`src/rtl/spq_pkg.sv`:
```
// ----------------------------------------------------------------------------
// spq_pkg
// Shared types and codes for the sorted priority queue: channel words,
// command broadcast to the cell row, and the link between neighbor cells.
// ----------------------------------------------------------------------------
`default_nettype none

package spq_pkg;

  // default number of slots; the queue holds one fewer value
  localparam int SLOTS_DEF = 16;

  localparam int VAL_W   = 32;
  localparam int CNT_OUT_W = 4;

  // command codes
  localparam logic CMD_INSERT = 1'b0;
  localparam logic CMD_REMOVE = 1'b1;

  // status codes
  typedef enum logic [1:0] {
    ST_OK    = 2'd0,
    ST_FULL  = 2'd1,
    ST_EMPTY = 2'd2
  } status_t;

  // input word
  typedef struct packed {
    logic                    command;
    logic signed [VAL_W-1:0] value;
  } in_word_t;

  // result word
  typedef struct packed {
    logic [1:0]              status;
    logic signed [VAL_W-1:0] removed_value;
    logic [CNT_OUT_W-1:0]    held_count;
  } out_word_t;

  // broadcast to every cell
  typedef struct packed {
    logic                    insert_en;
    logic                    remove_en;
    logic signed [VAL_W-1:0] value;
  } spq_cmd_t;

  // what a cell shows its neighbors
  typedef struct packed {
    logic                    valid;
    logic                    open;   // empty or holds a value above the new one
    logic signed [VAL_W-1:0] value;
  } spq_link_t;

endpackage

`default_nettype wire

```
`src/rtl/sorted_priority_queue.sv`:
```
// ----------------------------------------------------------------------------
// sorted_priority_queue
// Keeps up to SLOTS-1 signed values in ascending order in a row of cells;
// an insert lands after all equal values, a remove takes the smallest.
// ----------------------------------------------------------------------------
// the result word for an accepted input word is in the output reg in the next cycle
// throughput: one word per cycle while in_stall is low, every cell compares and shifts in parallel
// the output register is freed when its word is taken, so stalls only
//   back up while a result waits and the downstream side holds stall
// reset clears all cell valid bits, the count and the output valid
`default_nettype none

module sorted_priority_queue #(
  parameter int SLOTS = spq_pkg::SLOTS_DEF
) (
  input  wire logic             clk,
  input  wire logic             rst_n,
  input  wire logic             in_valid,
  output logic                  in_stall,
  input  wire spq_pkg::in_word_t in_word,
  output logic                  out_valid,
  input  wire logic             out_stall,
  output spq_pkg::out_word_t    out_word
);
  import spq_pkg::*;

  localparam int NCELL = SLOTS - 1;
  localparam int CNT_W = $clog2(SLOTS);

  spq_link_t               links [NCELL];
  spq_link_t               lefts [NCELL];
  spq_link_t               rights[NCELL];
  spq_cmd_t                cmd;
  logic                    accept;
  logic                    full, empty;
  logic [CNT_W-1:0]        cnt_r, cnt_nxt;
  logic [CNT_W+CNT_OUT_W-1:0] cnt_ext;
  logic                    out_valid_r;
  out_word_t               out_word_r, out_word_nxt;

  // handshake
  assign in_stall = out_valid_r && out_stall;
  assign accept   = in_valid && !in_stall;
  assign out_valid = out_valid_r;
  assign out_word  = out_word_r;

  assign full  = links[NCELL-1].valid;
  assign empty = !links[0].valid;

  // command broadcast
  assign cmd.insert_en = accept && (in_word.command == CMD_INSERT) && !full;
  assign cmd.remove_en = accept && (in_word.command == CMD_REMOVE) && !empty;
  assign cmd.value     = in_word.value;

  // cell row with its neighbor links
  for (genvar i = 0; i < NCELL; i++) begin : g_cell
    if (i == 0) begin : g_first
      assign lefts[i] = '{valid: 1'b1, open: 1'b0, value: '0};
    end else begin : g_mid_l
      assign lefts[i] = links[i-1];
    end
    if (i == NCELL-1) begin : g_last
      assign rights[i] = '{valid: 1'b0, open: 1'b1, value: '0};
    end else begin : g_mid_r
      assign rights[i] = links[i+1];
    end
    spq_cell u_cell (
      .clk   (clk),
      .rst_n (rst_n),
      .cmd   (cmd),
      .left  (lefts[i]),
      .right (rights[i]),
      .self  (links[i])
    );
  end

  // held count
  always_comb begin
    cnt_nxt = cnt_r;
    if (cmd.insert_en) begin
      cnt_nxt = cnt_r + CNT_W'(1);
    end else if (cmd.remove_en) begin
      cnt_nxt = cnt_r - CNT_W'(1);
    end
  end

  assign cnt_ext = {{CNT_OUT_W{1'b0}}, cnt_nxt};

  // result word
  always_comb begin
    out_word_nxt.status        = ST_OK;
    out_word_nxt.removed_value = '0;
    out_word_nxt.held_count    = cnt_ext[CNT_OUT_W-1:0];
    if (in_word.command == CMD_INSERT) begin
      if (full) begin
        out_word_nxt.status = ST_FULL;
      end
    end else begin
      if (empty) begin
        out_word_nxt.status = ST_EMPTY;
      end else begin
        out_word_nxt.removed_value = links[0].value;
      end
    end
  end

  // control registers
  always_ff @(posedge clk) begin
    if (!rst_n) begin
      cnt_r       <= '0;
      out_valid_r <= 1'b0;
    end else begin
      cnt_r <= cnt_nxt;
      if (accept) begin
        out_valid_r <= 1'b1;
      end else if (!out_stall) begin
        out_valid_r <= 1'b0;
      end
    end
  end

  // output word register
  always_ff @(posedge clk) begin
    if (accept) begin
      out_word_r <= out_word_nxt;
    end
  end

endmodule

`default_nettype wire

```
`src/rtl/spq_cell.sv`:
```
// ----------------------------------------------------------------------------
// spq_cell
// One position of the sorted row. Compares its value against the broadcast
// value, and on an insert either keeps, takes the new value or takes the
// left neighbor's value; on a remove takes the right neighbor's value.
// ----------------------------------------------------------------------------
`default_nettype none

module spq_cell (
  input  wire logic               clk,
  input  wire logic               rst_n,
  input  wire spq_pkg::spq_cmd_t  cmd,
  input  wire spq_pkg::spq_link_t left,
  input  wire spq_pkg::spq_link_t right,
  output spq_pkg::spq_link_t      self
);
  import spq_pkg::*;

  logic                    valid_r, valid_nxt;
  logic signed [VAL_W-1:0] value_r, value_nxt;
  logic                    open;

  // strictly greater keeps equal values in arrival order
  assign open = !valid_r || (value_r > cmd.value);

  assign self.valid = valid_r;
  assign self.open  = open;
  assign self.value = value_r;

  // next content of the cell
  always_comb begin
    valid_nxt = valid_r;
    value_nxt = value_r;
    if (cmd.insert_en) begin
      if (open) begin
        valid_nxt = valid_r | left.valid;
        value_nxt = left.open ? left.value : cmd.value;
      end
    end else if (cmd.remove_en) begin
      valid_nxt = right.valid;
      value_nxt = right.value;
    end
  end

  // valid bit
  always_ff @(posedge clk) begin
    if (!rst_n) begin
      valid_r <= 1'b0;
    end else begin
      valid_r <= valid_nxt;
    end
  end

  // held value, no reset
  always_ff @(posedge clk) begin
    value_r <= value_nxt;
  end

endmodule

`default_nettype wire
```
`config.mk`:
```
export PLATFORM = sky130hd
export DESIGN_NAME = sorted_priority_queue
export DESIGN_NICKNAME = d
export VERILOG_FILES = /design/src/rtl/spq_pkg.sv /design/src/rtl/sorted_priority_queue.sv /design/src/rtl/spq_cell.sv
export SDC_FILE = /design/constraint.sdc
export NUM_CORES = 2
export LEC_CHECK = 0
export ABC_AREA = 1
export BUFFER_PORTS_ARGS = -buffer_cell sky130_fd_sc_hd__buf_2
export CELL_PAD_IN_SITES_DETAIL_PLACEMENT = 0
export CELL_PAD_IN_SITES_GLOBAL_PLACEMENT = 2
export CORE_AREA = 5 5 347 349
export DETAILED_ROUTE_END_ITERATION = 16
export DIE_AREA = 0 0 352 354
export PLACE_DENSITY = 0.75
export SETUP_SLACK_MARGIN = 0.05
export SYNTH_ARGS = -nofsm -noshare
export SYNTH_HDL_FRONTEND = slang
export SYNTH_HIERARCHICAL = 1
export SYNTH_SLANG_ARGS = --single-unit
```
`constraint.sdc`:
```
create_clock -name clk -period 2.45 [get_ports clk]
set_input_delay 0.1225 -clock clk [delete_from_list [all_inputs] [get_ports clk]]
set_output_delay 0.1225 -clock clk [all_outputs]
set_load 0.02 [all_outputs]
```
-- After elaboration in Yosys (flattened, before gate mapping)
Index checks and enable logic that the tools add are counted.
- add/sub/neg operators: 2
- magnitude comparators: 15
- bitwise gates (word level): 15
- div/mod/pow operators: 0
- multiply operators: 0
- reduce and logical (&&, ||, !) cells: 54
- equality and inequality tests: 16
- multiplexer cells: 111
- shift-type cells: 0
- operators with widths (kind ; number):
    $mux W32 ; 59
    $gt A32 B32 Y1 ; 15
    $mux W1 ; 48
    $ne A2 B1 Y1 const B ; 16
    $reduce_and A2 Y1 ; 16
    $logic_not A1 Y1 ; 16
    $logic_or A1 B1 Y1 ; 15
    $or A1 B1 Y1 ; 14
    $mux W4 ; 2
    $logic_and A1 B1 Y1 ; 6
    $add A4 B1 Y4 const B ; 1
    $mux W2 ; 2
    $sub A4 B1 Y4 const B ; 1
    $reduce_bool A2 Y1 ; 1
    $not A1 Y1 ; 1
- RAM bits: 0
- memories: 0
- register bits after elaboration: 538
- latch bits: 0
- ROM bits: 0
- input bits: 37

-- Depth between registers and ports, before layout
- word-level depth: 7
- gate-level depth with buffers: 22

-- Hierarchy
The synthesis kept the hierarchy.
- modules (own cells, without submodules) (module ; sequential area each (um^2) ; instances ; cells each ; area an instance (um^2)):
    spq_cell ; 980.9 ; 15 ; 335 ; 2596.2
    sorted_priority_queue ; 1241.2 ; 1 ; 162 ; 1750.4

-- Worst setup path after synthesis
OpenSTA, ideal clock, no wires.
- path type: register to register
- start: reg g_cell[10].u_cell.value_r[31]
- end: reg g_cell[10].u_cell.value_r[0] (enable)
- cell stages (with the launch flop): 13
- required time: 2058 ps
- setup slack: -178 ps
- arrival: 2236 ps
- setup time: 392 ps
- cells stage by stage: edfxtp_1 -> ha_1 -> nand2_1 -> nor2_2 -> nand2_2 -> nor2_2 -> nand2_1 -> nand2_1 -> nand2_1 -> nand2_1 -> nand2_2 -> nand3_2 -> and2_1
- longest elaborated chain between the ends: 4
- ends and longest elaborated chain (what ; line ; RTL):
    from (decl) ; spq_cell.sv:20 ; logic signed [VAL_W-1:0] value_r, value_nxt;
    from (signal assigned) ; spq_cell.sv:56 ; value_r <= value_nxt;
    $gt A32 B32 Y1 ; spq_cell.sv:24 ; assign open = !valid_r || (value_r > cmd.value);
    $logic_or A1 B1 Y1 ; spq_cell.sv:24 ;
    $ne A2 B1 Y1 (no line) ; n/a ;
    $reduce_and A2 Y1 (no line) ; n/a ;
No other way between the ends.
A chain may end at the register's enable or synchronous reset.

-- Worst setup path after layout
- start: reg g_cell[9].u_cell.value_r[21]
- end: reg g_cell[9].u_cell.value_r[12] (enable)
- longest elaborated chain between the ends: 4
- ends and longest elaborated chain (what ; line):
    from (decl) ; spq_cell.sv:20
    from (signal assigned) ; spq_cell.sv:56
    $gt A32 B32 Y1 ; spq_cell.sv:24
    $logic_or A1 B1 Y1 ; spq_cell.sv:24
    $ne A2 B1 Y1 (no line) ; n/a
    $reduce_and A2 Y1 (no line) ; n/a
No other way between the ends.

==> impl_metrics.tcl <==
set metrics [dict create \
    status "finished with violations" \
    violations "setup timing" \
    cts_buffers 72 \
    crit_buf_inv 2 \
    fmax_mhz 372 \
    yosys_warnings 6 \
    via_per_inst 5.01 \
    clock_latency_ps 650 \
    io_pins 77 \
    post_dp_cell_area_sq_um 50100 \
    multi_input_area_sq_um 25400 \
    wl_met3_mm 7.30 \
    totalWireLength_mm 150 \
    drive_gt1_share_pct 35.0 \
    startpoint_type "flop" \
    placed_cells 7540 \
    grt_pass1_wl_mm 214 \
    grt_use_total_pct 21.5 \
    power_density_nw_per_um2 552 \
    clk_path_buf_depth 3 \
    fillers 11200 \
    cp_cell_sequence "ha_4 > nand2_1 > nor2_4 > nand4_1 > nor2_4 > nand2_2 > nand2_1 > nand2_1 > nand2_2 > nand2_2 > buf_6 > nand3_4 > and2_4 > clkbuf_16" \
    avgSynthCellArea_sq_um 7.85 \
    cts.sink_count 538 \
    fin_hold_ws_ps 40.7 \
    min_path_type "in -> reg" \
    maxCapViolations 0 \
    crit_fanout 7 \
    fin_crit_ps 2690 \
    cts_tree "yes" \
    first_pass_iters 6 \
    finalInstanceArea_sq_um 59300 \
    finalCritPeriodShare_pct 110 \
    setup_viol 634 \
    hpwl_mm 101 \
    crit_required_ps 2790 \
    hold_viol 0 \
    setup_slack_ps -239 \
    htree_levels 3 \
    area_delta_synth_final_pct 45.7 \
    core-area_sq_um 117000 \
    row_count 126 \
    cp.arrival_ps 3030 \
    slew_viol_final 0 \
    slew_headroom_pct 61.5 \
    cp_slowest_stage_delay_ps 440 \
    antenna_found_initial 1 \
    leakagePower_nw 27.2 \
    clkTransAtPathRegs_ps 60 \
    worst_ir_drop_vdd_mv 0.429 \
    rsz0062_at_grt "yes" \
    gr-total-overflow 0 \
    drc 0 \
    vias 39200 \
    worst_slew_pin_slew_ps 578 \
    ant_nets 0 \
    syn_area_sq_um 40700 \
    wl_met1_mm 74.1 \
    die_area_sq_um 125000 \
    worst_path_dominant_cell_family "simple AND/OR/NAND/NOR gates" \
    gp_congestion 0.832 \
    wl_per_cell_microns 19.1 \
    nets 6753 \
    met2_length_mm 66.4 \
    drtIter0Drc 2824 \
    instances_no_fill 7829 \
    grt_pass1_vias 38300 \
    chipHeight_microns 354 \
    slowest_stage "edfxtp_1" \
    grt_start_max_net_pins 90 \
    root_buffer "clkbuf_16" \
    port_buffers 76 \
    start_util_pct 34.7 \
    path_class "reg -> reg" \
    critPathCaptureType "flop" \
    seqCellArea_sq_um 16000 \
    diodes 0 \
    clock_skew_ps 25.1 \
    synthCells 5185 \
    highest_layer "met4" \
    die_w_microns 352 \
]
==> power breakdown <==
part           leakage [nW]  switching, mW  internal [mW]
clock network          1.15           4.51           6.41
registers              5.04          0.475           11.1
logic                  21.0           5.77           4.48
==> what timing repair did <==
item,CTS,global route
pin swaps,96,228
gates resized for setup,409,832
setup endpoints to repair,929,931
hold endpoints to repair,8,0
cloned,21,44
buffers inserted,28,59
hold buffers,8,0
==> state kept, by name (all words and copies together) (netlist names) <==
name and count:
g_cell.u_cell/valid_r 15, g_cell.u_cell/value_r 480, out_valid 1, out_word 38, cnt_r 4
==> layout make-up <==
cell class                 count  share of cell area, %
clock inverter                24                  0.380
inverter                     720                   4.93
tap                         1536                   3.24
clock buffer                 109                   3.59
timing repair buffer        1132                   18.2
multi-input combinational   3770                   42.8
sequential                   538                   26.9
==> layer usage <==
| metal | up-vias | global-route usage, % |
|---|---|---|
| met4 | 0 | 4.31 |
| met5 | - | 0 |
| met3 | 117 | 2.34 |
| met2 | 783 | 35.7 |
| met1 | 19100 | 30.5 |
| li1 | 19300 | - |
==> stage by stage <==
| stage | TNS, ps | utilization, % | setup slack (ps) | total power [mW] |
|---|---|---|---|---|
| floorplan | 0 | - | 155 | 15.9 |
| global placement | -236050 | 42.7 | -448 | 19.5 |
| detailed placement | -256760 | 42.7 | -491 | 19.7 |
| CTS | -31710 | 46.7 | -137 | 31.5 |
| global route | -167310 | 50.6 | -278 | 34.4 |
| finish | -66000 | 50.6 | -239 | 32.7 |
==> worst reg2reg max path, stage by stage, from the launching register on <==
cell and delay [ps]:
edfxtp_1 440, ha_4 300, nand2_1 80, nor2_4 120
nand4_1 160, nor2_4 240, nand2_2 90, nand2_1 70
nand2_1 60, nand2_2 60, nand2_2 70, buf_6 130
nand3_4 50, and2_4 290, clkbuf_16 230
==> layout by cell type (no fill, tap or decap), drive strengths merged <==
master	n
bufinv	4
a21oi	199
dlygate4sd3	8
clkbuf	141
inv	718
nor2	683
clkinvlp	1
buf	1092
nand3	78
and2	16
nor3	16
ha	482
a21o	15
o21ai	991
clkinv	21
nand4	45
o21a	30
edfxtp	518
o22ai	15
conb	72
xor2	1
nand2	1127
dfxtp	20
==> final timing paths <==
path	from	end	slack [ps]	cells past startpoint
max reg2reg	g_cell[9].u_cell/value_r[21]	g_cell[9].u_cell/value_r[12]	-240	14
min reg2reg	cnt_r[2]	cnt_r[2]	550	2
min	in_word[10]	g_cell[9].u_cell/value_r[10]	40	4
max	g_cell[9].u_cell/value_r[21]	g_cell[9].u_cell/value_r[12]	-240	14
Power figures use the tool's default switching activity.
